## config.mk

```make
export PLATFORM = sky130hd
export DESIGN_NAME = tga_rle_stream_decoder
export DESIGN_NICKNAME = d
export VERILOG_FILES = /design/src/hdl/tgad_pkg.sv /design/src/hdl/tgad_parser.sv /design/src/hdl/tgad_out_reg.sv /design/src/hdl/tga_rle_stream_decoder.sv
export SDC_FILE = /design/constraint.sdc
export NUM_CORES = 1
export LEC_CHECK = 0
export ABC_AREA = 1
export BUFFER_PORTS_ARGS = -buffer_cell sky130_fd_sc_hd__buf_2
export CORE_UTILIZATION = 30
export CTS_CLUSTER_DIAMETER = 80
export DETAILED_ROUTE_END_ITERATION = 10
export SLEW_MARGIN = 30
export SYNTH_ARGS = -nofsm -noshare
export SYNTH_HDL_FRONTEND = slang
export SYNTH_SLANG_ARGS = --single-unit
```

## constraint.sdc

```tcl
create_clock -name clock -period 13.6 [get_ports clock]
set_input_delay 2.72 -clock clock [delete_from_list [all_inputs] [get_ports clock]]
set_output_delay 2.72 -clock clock [all_outputs]
set_load 0.02 [all_outputs]
```

## src/hdl/tgad_pkg.sv

```systemverilog
package tgad_pkg;

   // result kinds carried on the result channel's tuser
   localparam logic [1:0] WHAT_PIXEL  = 2'd0;
   localparam logic [1:0] WHAT_HEADER = 2'd1;
   localparam logic [1:0] WHAT_REJECT = 2'd2;
   localparam logic [1:0] WHAT_DEPTH  = 2'd3;

   // header layout
   localparam int HDR_LAST = 17;
   localparam logic [7:0] IDX_CMT_LEN = 8'd0;
   localparam logic [7:0] IDX_CMAP    = 8'd1;
   localparam logic [7:0] IDX_TYPE    = 8'd2;
   localparam logic [7:0] IDX_W_LO    = 8'd12;
   localparam logic [7:0] IDX_W_HI    = 8'd13;
   localparam logic [7:0] IDX_H_LO    = 8'd14;
   localparam logic [7:0] IDX_H_HI    = 8'd15;
   localparam logic [7:0] IDX_DEPTH   = 8'd16;

   localparam logic [7:0] TYPE_RAW = 8'd2;
   localparam logic [7:0] TYPE_RLE = 8'd10;
   localparam logic [7:0] DEPTH_24 = 8'd24;
   localparam logic [7:0] DEPTH_32 = 8'd32;
   localparam int ORIGIN_BIT = 5;
   localparam int RUN_BIT    = 7;

   typedef struct packed {
      logic [1:0]  what;
      logic [7:0]  red;
      logic [7:0]  green;
      logic [7:0]  blue;
      logic [7:0]  alpha;
      logic [31:0] first_index;
      logic [7:0]  repeat_count;
      logic [15:0] image_width;
      logic [15:0] image_height;
      logic        has_alpha;
      logic        bottom_up;
      logic        last;
   } result_type;

endpackage

```

## src/hdl/tgad_parser.sv

```systemverilog
module tgad_parser (
   input  logic                clock,
   input  logic                reset,
   input  logic                step,
   input  logic [7:0]          data_byte,
   input  logic                file_start,
   output logic                res_valid,
   output tgad_pkg::result_type res
);

   localparam logic [2:0] PH_HEADER  = 3'd0;
   localparam logic [2:0] PH_COMMENT = 3'd1;
   localparam logic [2:0] PH_PACKET  = 3'd2;
   localparam logic [2:0] PH_PIXEL   = 3'd3;
   localparam logic [2:0] PH_IDLE    = 3'd4;

   logic [2:0]  phase_ff, phase_in, phase_cur;
   logic [7:0]  cnt_ff, cnt_in, cnt_cur, cnt_inc;
   logic [7:0]  cmt_len_ff, cmt_len_in;
   logic        cmap_ff, cmap_in;
   logic [7:0]  type_ff, type_in;
   logic [15:0] w_ff, w_in;
   logic [7:0]  h_lo_ff, h_lo_in;
   logic [7:0]  h_hi_ff, h_hi_in;
   logic [7:0]  depth_ff, depth_in;
   logic        bottom_ff, bottom_in;
   logic [7:0]  pix0_ff, pix0_in, pix1_ff, pix1_in, pix2_ff, pix2_in;
   logic        run_ff, run_in;
   logic [7:0]  left_ff, left_in;
   logic [31:0] done_ff, done_in;
   logic [31:0] remain_ff, remain_in;

   logic [15:0] h_full;
   logic [31:0] area;
   logic        is_rle, is_32, hdr_rle, bad_format, bad_depth;
   logic [7:0]  rep_raw, rep, pix_last;
   logic        rep_clip, run_done;
   logic [7:0]  left_dec;
   logic [2:0]  data_phase;

   assign is_rle  = (type_ff == tgad_pkg::TYPE_RLE);
   assign is_32   = (depth_ff == tgad_pkg::DEPTH_32);
   assign h_full  = {h_hi_ff, h_lo_ff};
   assign area    = {16'd0, w_ff} * {16'd0, h_full};
   assign hdr_rle = is_rle;
   assign bad_format = cmap_ff
      || ((type_ff != tgad_pkg::TYPE_RAW) && (type_ff != tgad_pkg::TYPE_RLE))
      || (w_ff == 16'd0) || (h_full == 16'd0);
   assign bad_depth = (depth_ff != tgad_pkg::DEPTH_24) && (depth_ff != tgad_pkg::DEPTH_32);
   assign data_phase = hdr_rle ? PH_PACKET : PH_PIXEL;

   // a new file restarts the parser before this byte is taken
   assign phase_cur = file_start ? PH_HEADER : phase_ff;
   assign cnt_cur   = file_start ? 8'd0 : cnt_ff;
   assign cnt_inc   = cnt_cur + 8'd1;

   // run length, clipped to the pixels still owed
   assign rep_raw  = run_ff ? left_ff : 8'd1;
   assign rep_clip = (remain_ff[31:8] == 24'd0) && (remain_ff[7:0] < rep_raw);
   assign rep      = rep_clip ? remain_ff[7:0] : rep_raw;
   assign run_done = (remain_ff[31:8] == 24'd0) && (remain_ff[7:0] == rep);
   assign pix_last = is_32 ? 8'd3 : 8'd2;
   assign left_dec = (left_ff != 8'd0) ? left_ff - 8'd1 : 8'd0;

   always_comb begin
      phase_in   = phase_ff;
      cnt_in     = cnt_ff;
      cmt_len_in = cmt_len_ff;
      cmap_in    = cmap_ff;
      type_in    = type_ff;
      w_in       = w_ff;
      h_lo_in    = h_lo_ff;
      h_hi_in    = h_hi_ff;
      depth_in   = depth_ff;
      bottom_in  = bottom_ff;
      pix0_in    = pix0_ff;
      pix1_in    = pix1_ff;
      pix2_in    = pix2_ff;
      run_in     = run_ff;
      left_in    = left_ff;
      done_in    = done_ff;
      remain_in  = remain_ff;
      res_valid  = 1'b0;
      res        = '0;
      if (step) begin
         phase_in = phase_cur;
         cnt_in   = cnt_cur;
         unique case (phase_cur)
            PH_HEADER: begin
               cnt_in = cnt_inc;
               unique case (cnt_cur)
                  tgad_pkg::IDX_CMT_LEN: cmt_len_in = data_byte;
                  tgad_pkg::IDX_CMAP:    cmap_in = (data_byte != 8'd0);
                  tgad_pkg::IDX_TYPE:    type_in = data_byte;
                  tgad_pkg::IDX_W_LO:    w_in[7:0] = data_byte;
                  tgad_pkg::IDX_W_HI:    w_in[15:8] = data_byte;
                  tgad_pkg::IDX_H_LO:    h_lo_in = data_byte;
                  tgad_pkg::IDX_H_HI:    h_hi_in = data_byte;
                  tgad_pkg::IDX_DEPTH:   depth_in = data_byte;
                  default: ;
               endcase
               if (cnt_cur == 8'(tgad_pkg::HDR_LAST)) begin
                  res_valid = 1'b1;
                  bottom_in = ~data_byte[tgad_pkg::ORIGIN_BIT];
                  remain_in = area;
                  done_in   = 32'd0;
                  cnt_in    = 8'd0;
                  priority if (bad_format) begin
                     res.what = tgad_pkg::WHAT_REJECT;
                     phase_in = PH_IDLE;
                  end else if (bad_depth) begin
                     res.what = tgad_pkg::WHAT_DEPTH;
                     phase_in = PH_IDLE;
                  end else begin
                     res.what         = tgad_pkg::WHAT_HEADER;
                     res.image_width  = w_ff;
                     res.image_height = h_full;
                     res.has_alpha    = is_32;
                     res.bottom_up    = ~data_byte[tgad_pkg::ORIGIN_BIT];
                     run_in  = 1'b0;
                     left_in = 8'd0;
                     phase_in = (cmt_len_ff == 8'd0) ? data_phase : PH_COMMENT;
                  end
               end
            end
            PH_COMMENT: begin
               cnt_in = cnt_inc;
               if (cnt_inc >= cmt_len_ff) begin
                  cnt_in   = 8'd0;
                  run_in   = 1'b0;
                  left_in  = 8'd0;
                  phase_in = data_phase;
               end
            end
            PH_PACKET: begin
               run_in   = data_byte[tgad_pkg::RUN_BIT];
               left_in  = {1'b0, data_byte[6:0]} + 8'd1;
               cnt_in   = 8'd0;
               phase_in = PH_PIXEL;
            end
            PH_PIXEL: begin
               cnt_in = cnt_inc;
               unique case (cnt_cur[1:0])
                  2'd0: pix0_in = data_byte;
                  2'd1: pix1_in = data_byte;
                  2'd2: pix2_in = data_byte;
                  default: ;
               endcase
               if (cnt_cur == pix_last) begin
                  res_valid        = 1'b1;
                  cnt_in           = 8'd0;
                  res.what         = tgad_pkg::WHAT_PIXEL;
                  res.red          = is_32 ? pix2_ff : data_byte;
                  res.green        = pix1_ff;
                  res.blue         = pix0_ff;
                  res.alpha        = is_32 ? data_byte : 8'd0;
                  res.first_index  = done_ff;
                  res.repeat_count = rep;
                  res.has_alpha    = is_32;
                  res.bottom_up    = bottom_ff;
                  res.last         = run_done;
                  done_in   = done_ff + {24'd0, rep};
                  remain_in = remain_ff - {24'd0, rep};
                  if (is_rle) begin
                     if (run_ff) begin
                        phase_in = PH_PACKET;
                     end else begin
                        left_in = left_dec;
                        if (left_dec == 8'd0) begin
                           phase_in = PH_PACKET;
                        end
                     end
                  end
                  if (run_done) begin
                     phase_in = PH_IDLE;
                  end
               end
            end
            default: ;
         endcase
      end
   end

   always_ff @(posedge clock) begin
      if (reset) begin
         phase_ff <= PH_HEADER;
         cnt_ff   <= 8'd0;
      end else begin
         phase_ff <= phase_in;
         cnt_ff   <= cnt_in;
      end
   end

   always_ff @(posedge clock) begin
      cmt_len_ff <= cmt_len_in;
      cmap_ff    <= cmap_in;
      type_ff    <= type_in;
      w_ff       <= w_in;
      h_lo_ff    <= h_lo_in;
      h_hi_ff    <= h_hi_in;
      depth_ff   <= depth_in;
      bottom_ff  <= bottom_in;
      pix0_ff    <= pix0_in;
      pix1_ff    <= pix1_in;
      pix2_ff    <= pix2_in;
      run_ff     <= run_in;
      left_ff    <= left_in;
      done_ff    <= done_in;
      remain_ff  <= remain_in;
   end

endmodule

```

## src/hdl/tgad_out_reg.sv

```systemverilog
module tgad_out_reg (
   input  logic                 clock,
   input  logic                 reset,
   input  logic                 load,
   input  tgad_pkg::result_type load_data,
   input  logic                 take,
   output logic                 space,
   output logic                 valid,
   output tgad_pkg::result_type data
);

   logic                 valid_ff, valid_in;
   tgad_pkg::result_type data_ff, data_in;

   // free when empty or when the held result leaves this cycle
   assign space    = ~valid_ff | take;
   assign valid_in = load | (valid_ff & ~take);
   assign data_in  = load ? load_data : data_ff;

   always_ff @(posedge clock) begin
      if (reset) begin
         valid_ff <= 1'b0;
      end else begin
         valid_ff <= valid_in;
      end
   end

   always_ff @(posedge clock) begin
      data_ff <= data_in;
   end

   assign valid = valid_ff;
   assign data  = data_ff;

endmodule

```

## src/hdl/tga_rle_stream_decoder.sv

```systemverilog
// streaming decoder for truevision tga files (uncompressed and rle true-colour)
// req channel: one file byte per transfer in req_tdata, req_tuser set on the
//   first byte of a new file, which restarts the parser
// rsp channel: at most one result per input byte; rsp_tuser gives its kind
//   (pixel run, header accepted, format rejected, depth unsupported) and
//   rsp_tlast marks the run that completes the image
// the 18-byte header is checked on its last byte; the comment is skipped;
//   each pixel or rle run comes out with its first linear index and a count
// output: a result is registered and is on rsp in the cycle after the byte that completes it
// throughput: one byte per cycle while req_tready is high; each byte is
//   handled by one pass through the parser logic, the 16x16 size multiply
//   on the last header byte being the longest path
// reset: parser waits for header byte 0, result register is empty
// stalls: the result register holds one result; while it is full and
//   rsp_tready is low, req_tready is low, otherwise bytes keep flowing
// after a rejection or the final pixel, bytes are taken and dropped until
//   the next file start
module tga_rle_stream_decoder (
   input  logic         clock,
   input  logic         reset,
   input  logic         req_tvalid,
   output logic         req_tready,
   input  logic [7:0]   req_tdata,   // [7:0] data_byte
   input  logic         req_tuser,   // [0] file_start
   output logic         rsp_tvalid,
   input  logic         rsp_tready,
   output logic [111:0] rsp_tdata,   // red, green, blue, alpha, first_index,
                                     // repeat_count, image_width, image_height,
                                     // has_alpha, bottom_up, zero pad
   output logic [1:0]   rsp_tuser,   // [1:0] what
   output logic         rsp_tlast    // last
);

   logic                 step;
   logic                 space;
   logic                 res_valid;
   tgad_pkg::result_type res;
   tgad_pkg::result_type out;

   // a byte transfers only when the result register can take its result
   assign req_tready = space;
   assign step       = req_tvalid & space;

   tgad_parser u_parser (
      .clock     (clock),
      .reset     (reset),
      .step      (step),
      .data_byte (req_tdata),
      .file_start(req_tuser),
      .res_valid (res_valid),
      .res       (res)
   );

   tgad_out_reg u_out (
      .clock    (clock),
      .reset    (reset),
      .load     (res_valid),
      .load_data(res),
      .take     (rsp_tready),
      .space    (space),
      .valid    (rsp_tvalid),
      .data     (out)
   );

   // pack fields from the lowest bit up
   assign rsp_tdata = {6'd0, out.bottom_up, out.has_alpha, out.image_height,
                       out.image_width, out.repeat_count, out.first_index,
                       out.alpha, out.blue, out.green, out.red};
   assign rsp_tuser = out.what;
   assign rsp_tlast = out.last;

endmodule

```

==> results of run 1 <==
==> kinds of logic (layout without fill, tap and decap cells) <==
group | count (synthesis) | after routing | share of synthesized area (%)
adders and majority gates | 339 | 339 | 25.2
DFF | 276 | 276 | 36.0
AOI/OAI and AO/OA | 266 | 266 | 6.42
and+or+nand+nor | 982 | 982 | 19.5
buffers and inverters | 683 | 779 | 11.7
other | 1 | 6 | 0.0165
xor gates and xnor gates | 30 | 30 | 1.16
==> registers in the layout (all words and copies together) (netlist names), 16 cells and up <==
signal and cells:
u_parser.w_ff 16, u_parser.done_ff 32, u_parser.remain_ff 32, u_out.data 109
==> synth_stat cells, types with 20 or more instances <==
cell / n / area (um^2)
inv_1: 569 / 2140
nand2_1: 534 / 2000
edfxtp_1: 264 / 7930
fa_1: 196 / 3920
nor2_1: 186 / 698
ha_1: 143 / 1790
a21oi_1: 119 / 596
o21ai_0: 97 / 485
nand3_1: 95 / 475
clkbuf_1: 69 / 259
nor3_1: 39 / 195
nor2_4: 33 / 372
nand4_1: 29 / 181
xor2_1: 23 / 201
nor4_1: 20 / 125
==> critical path, cell delays in order (launching register included) <==
cell and delay (ns):
edfxtp_1 0.93, nand2_1 0.21, fa_1 0.56, inv_1 0.06
fa_1 0.48, fa_1 0.55, fa_1 0.44, fa_1 0.48
inv_1 0.05, fa_1 0.47, inv_1 0.04, ha_1 0.41
nand2_1 0.15, inv_1 0.08, nand2_1 0.07, nor3_1 0.28
nand4_1 0.14, nand3_1 0.25, nand2_1 0.08, nand2_1 0.08
a21oi_1 0.06, o21ai_0 0.12, o21ai_0 0.11
==> area by class of cell <==
type	count	area, um^2
clock inverter	18	218
inverter	584	2200
multi-input combinational	1623	11900
tap	969	1210
clock buffer	39	806
timing repair buffer	138	728
sequential	276	8170
fill	7749	49300
==> per-layer routing <==
layer  up-vias  global-route usage [%]  share of wire, %
met4         0                    5.00               2.9
li1       8221                       -                 -
met3        95                    1.83               5.3
met2       482                    26.8                49
met5         -                       0                 0
met1      8253                    19.6                43
==> final timing paths <==
path,startpoint,cells after the start,end,slack [ns]
max,u_parser.h_hi_ff[3],22,u_parser.remain_ff[25],7.23
min,u_parser.phase_ff[0],2,u_parser.phase_ff[0],0.51
max reg2reg,u_parser.h_hi_ff[3],22,u_parser.remain_ff[25],7.23
min reg2reg,u_parser.phase_ff[0],2,u_parser.phase_ff[0],0.51
==> power breakdown <==
part / total (mW) / internal [mW] / switching, mW
clock: 0.863 / 0.513 / 0.350
combinational: 0.0951 / 0.0271 / 0.0680
sequential: 0.944 / 0.936 / 0.00862
total: 1.90 / 1.48 / 0.427
==> stage by stage <==
stage	util [%]	area [um^2]
6_report	33.8	25200
5_1_grt	33.8	25200
4_1_cts	33.8	25200
3_5_place_dp	32.5	24200
3_3_place_gp	32.4	24200
2_1_floorplan	-	22700
==> cell usage in the layout (no fill, tap or decap), types with 95 or more instances in the layout <==
cell type and instances:
a21oi_1 119, buf_2 123, edfxtp_1 264, fa_1 196, ha_1 143, inv_1 569
nand2_1 533, nand3_1 95, nor2_1 185, o21ai_0 97
==> impl_metrics.toml, run 1 <==
[clock_network]
post_cts_resized = 0
cts-root-buf = "clkbuf_16"
cts_max_level = 1
postCtsHoldBufs = 0
numCtsBuffers = 31
cts_setup_buffers = 0
cts.sinks = 276
clkLatencyLatePin_ns = 0.58
cts.clk_slew.worst_paths_ns = 0.06
cts_tree = "built"
cts_max_path_buffers = 3

[route]
drtIter0Drc = 1199
drt-total-wl_um = 58100
via_per_inst = 4.68
vias = 17100
ant_nets = 0
post_drt_wl_per_cell_um = 15.9
drtPass1Iterations = 5
drc = 0

[layout]
final_layout_size_suffix_gt1_share_pct = 10.2
insertedDiodeCount = 0
area_growth_pct = 11.4
finalNonFillerCells = 3647
final_nets = 3006

[critical_path]
required_ns = 13.92
cp_max_fo = 18
end_kind = "register"
cp.arrival_ns = 6.69
critical_path_class = "register to register"
start_kind = "register"

[floorplanning]
die-area_mm2 = 0.0766
core_area_mm2 = 0.0746
ios = 130
start_util_pct = 30.4
die_x_um = 277
rows = 100
die-height_um = 277

[sta]
layout_setup_ws_ns = 7.23
hold_violations = 0
rsz0062_at_grt = "no"
period_needed_ns = 6.37
hold_ws_ns = 0.511
tightest_slew_ns = 0.922
setup_viol = 0
period_share_pct = 46.9
max_slew_margin_pct = 38.5
timing_max_transition_violations_final = 0
fmax_mhz = 157
fin_skew_ns = 0.0168
setup_tns_ns = 0

[logic_synthesis]
yosys_warnings = 0
syn_inst = 2577
synthFlopType = "edfxtp_1"
yosysSeqAreaShare_pct = 36.0
synth_edf_count = 264
synth_seq_cells = 276
async_reset_ff_share_pct = 0
mappedNetlistArea_mm2 = 0.0227
synth_area_per_cell_um2 = 8.79
ys_types = 59

[placement]
place_ws_ns = 7.32
port_buffers = 123
place_inst = 3590
place_congestion = 0.936
dpl.hpwl_um = 43400

[grt]
grt.overflow.total = 0
grt_pass1_wl_um = 94200
grt_max_degree = 65
grt_pass1_vias = 17500
antenna_found_initial = 0
grtUsageTotal_pct = 15.3

[hold_path]
hold_path.class = "register to register"

[job]
maxCapViolations = 0

[power]
finalPower_mw = 1.90
p_leak_nw = 12.3
power_density_mw_per_mm2 = 75.4
peakVddDrop_v = 0.000106

[status]
run_status = "finished clean"
No activity file was read; power rests on OpenSTA's default activity.
==> run 2: changes to the inputs <==
==> constraint.sdc (replaced) <==
create_clock -name clock -period 6.3 [get_ports clock]
set_input_delay 1.26 -clock clock [delete_from_list [all_inputs] [get_ports clock]]
set_output_delay 1.26 -clock clock [all_outputs]
set_load 0.02 [all_outputs]
==> run 2 against run 1 <==
  * Sequential share of layout area down 0.73 points
  * Critical endpoint is now u_parser.remain_ff[23]
  * Via count up 1.6%
  * Critical path type unchanged
  * Largest cell class unchanged
  * Combinational power up 120%
  * Clock power up 110%
  * First-iteration DRC count up 6.8%
==> impl_metrics.toml, run 2 (synthesis results as in run 1) <==
[placement]
place_ws_ns = 0.125
place_congestion = 0.899
dpl-instance-area_mm2 = 0.0245
dpl.hpwl_um = 44500
port_buffers = 123

[clock_network]
cts_max_level = 1
clkLatencyLatePin_ns = 0.58
cts-root-buf = "clkbuf_16"
cts_tree = "built"
cts_max_path_buffers = 3
cts.clk_slew.worst_paths_ns = 0.07
numCtsBuffers = 30
cts.sinks = 276

[layout]
mostFrequentLayoutCells = "inv_1, nand2_1, edfxtp_1, fa_1, nor2_1"
final_nets = 3079
area_growth_pct = 13.9
insertedDiodeCount = 0
finalInstanceArea_mm2 = 0.0258
largest_reg_flops = 109
final_layout_size_suffix_gt1_share_pct = 12.9
final_common_cell = "inv_1"

[sta]
fin_skew_ns = 0.0230
tightest_slew_ns = 0.972
layout_setup_ws_ns = 0.396
timing_max_transition_violations_final = 0
period_share_pct = 93.7
fmax_mhz = 169
hold_violations = 0
max_slew_margin_pct = 35.0
period_needed_ns = 5.90
rsz0062_at_grt = "no"
setup_tns_ns = 0
hold_ws_ns = 0.503
setup_viol = 0

[route]
drtPass1Iterations = 5
drt-total-wl_um = 58100
post_drt_wl_per_cell_um = 15.6
ant_nets = 0
drtIter0Drc = 1281
drc = 0
vias = 17300
via_per_inst = 4.66

[hold_path]
hold_start = "u_parser.phase_ff[0]"
hold_path.class = "register to register"
holdPathEnd = "u_parser.phase_ff[0]"
min_path_cells = 2

[power]
peakVddDrop_v = 0.000263
internal-power_mw = 3.15
power_frac_seq_pct = 49.8
power_switching_mw = 0.944
p_clk_share_pct = 45.1
finalPower_mw = 4.09
comb_power_share_pct = 5.1
power_density_mw_per_mm2 = 158
p_leak_nw = 12.7
swShare_pct = 23.1

[critical_path]
required_ns = 6.64
cp.arrival_ns = 6.25
r2r-end = "u_parser.remain_ff[23]"
path_buf_inv = 6
cp_slowest_cell = "edfxtp_1"
critical_path_class = "register to register"
critical_path.max_stage_delay_ns = 0.61
start_kind = "register"
rrSetupSlack_ns = 0.40
cp_top_family = "adder cells"
cp_max_fo = 10
cp_cell_sequence = "nand2_1 > inv_1 > fa_1 > inv_1 > fa_1 > inv_1 > fa_1 > fa_1 > fa_1 > inv_1 > fa_1 > inv_1 > ha_1 > nand2_1 > inv_1 > nand2_1 > nand2_1 > a21oi_1 > nand3_1 > nand3_1 > nand2_1 > or2_2 > nand3_1 > nand2_1"
r2r_start = "u_parser.h_hi_ff[4]"
r2r_cells = 24
end_kind = "register"

[floorplanning]
die-height_um = 277
rows = 100
die_x_um = 277
start_util_pct = 30.4
ios = 130
core_area_mm2 = 0.0746
die-area_mm2 = 0.0766

[job]
maxCapViolations = 0

[grt]
grt_max_degree = 65
grt_pass1_vias = 17500
grtUsageTotal_pct = 15.3
grt.overflow.total = 0
grt_pass1_wl_um = 94000
antenna_found_initial = 0

[status]
run_status = "finished clean"
-- run 2: cell count changes in the layout (fill, tap and decap cells not counted) --
cell        delta
buf_4         +72
clkbuf_1       -6
clkinv_2       +4
clkinv_1       -3
buf_12         +2
clkinv_4       +2
inv_6          -2
inv_8          +2
bufinv_16      -1
clkinv_8       +1
clkinvlp_4     +1
-- run 2: how the worst max path moves through the flow --
stage / startpoint / end / slack [ns] / depth (start not counted)
after floorplan: u_parser.w_ff[7] / u_parser.remain_ff[23] / 0.57 / 25
after global placement: u_parser.h_hi_ff[1] / u_parser.remain_ff[25] / 0.21 / 23
after detailed placement: u_parser.h_hi_ff[0] / u_parser.remain_ff[25] / 0.13 / 23
after CTS: u_parser.h_hi_ff[0] / u_parser.remain_ff[25] / 0.08 / 23
after global routing: u_parser.h_lo_ff[3] / u_parser.remain_ff[23] / 0.03 / 22
final: u_parser.h_hi_ff[4] / u_parser.remain_ff[23] / 0.40 / 24
-- run 2: worst register-to-register path, cell delays in order, from the launching register on --
cell      delay, ns
edfxtp_1       0.61
nand2_1        0.17
inv_1          0.07
fa_1           0.48
inv_1          0.06
fa_1           0.53
inv_1          0.05
fa_1           0.52
fa_1           0.44
fa_1           0.49
inv_1          0.05
fa_1           0.48
inv_1          0.04
ha_1           0.34
nand2_1        0.18
inv_1          0.07
nand2_1        0.07
nand2_1        0.07
a21oi_1        0.21
nand3_1        0.19
nand3_1        0.11
nand2_1        0.06
or2_2          0.28
nand3_1        0.07
nand2_1        0.06
-- run 2: routing by layer --
layer | GRT usage (%) | wire length, um | vias to the layer above
li1 | - | - | 8372
met1 | 19.8 | 25100 | 8423
met2 | 26.3 | 28300 | 430
met3 | 1.85 | 2900 | 106
met4 | 5.07 | 1820 | 0
met5 | 0 | 0 | -
-- run 2: stage by stage --
stage	util (%)	instances
5_1_grt	34.6	3719
3_3_place_gp	32.9	3629
3_5_place_dp	32.9	3629
2_1_floorplan	-	2582
6_report	34.6	3719
4_1_cts	34.2	3684
-- run 2: layout make-up --
class / count / area (um^2)
fillers: 7712 / 48800
multi-input cells: 1623 / 11900
flip-flops and latches: 276 / 8170
inverters: 584 / 2200
repair buffers: 212 / 1310
well taps: 969 / 1210
clock buffers: 33 / 783
clock inverters: 22 / 243
-- run 2: power by group through the flow --
stage | clock network (mW) | logic (mW) | registers, mW
after CTS | 1.89 | 0.207 | 2.04
after floorplan | 0 | 0.143 | 2.07
after global routing | 1.95 | 0.235 | 2.04
after detailed placement | 0 | 0.206 | 2.08
final | 1.85 | 0.207 | 2.04
after global placement | 0 | 0.203 | 2.08
-- run 2: repair_timing --
action,4_1_cts,5_1_grt
setup endpoints to repair,0,5
buffers inserted,0,35
hold buffers,0,0
resized for setup,0,1
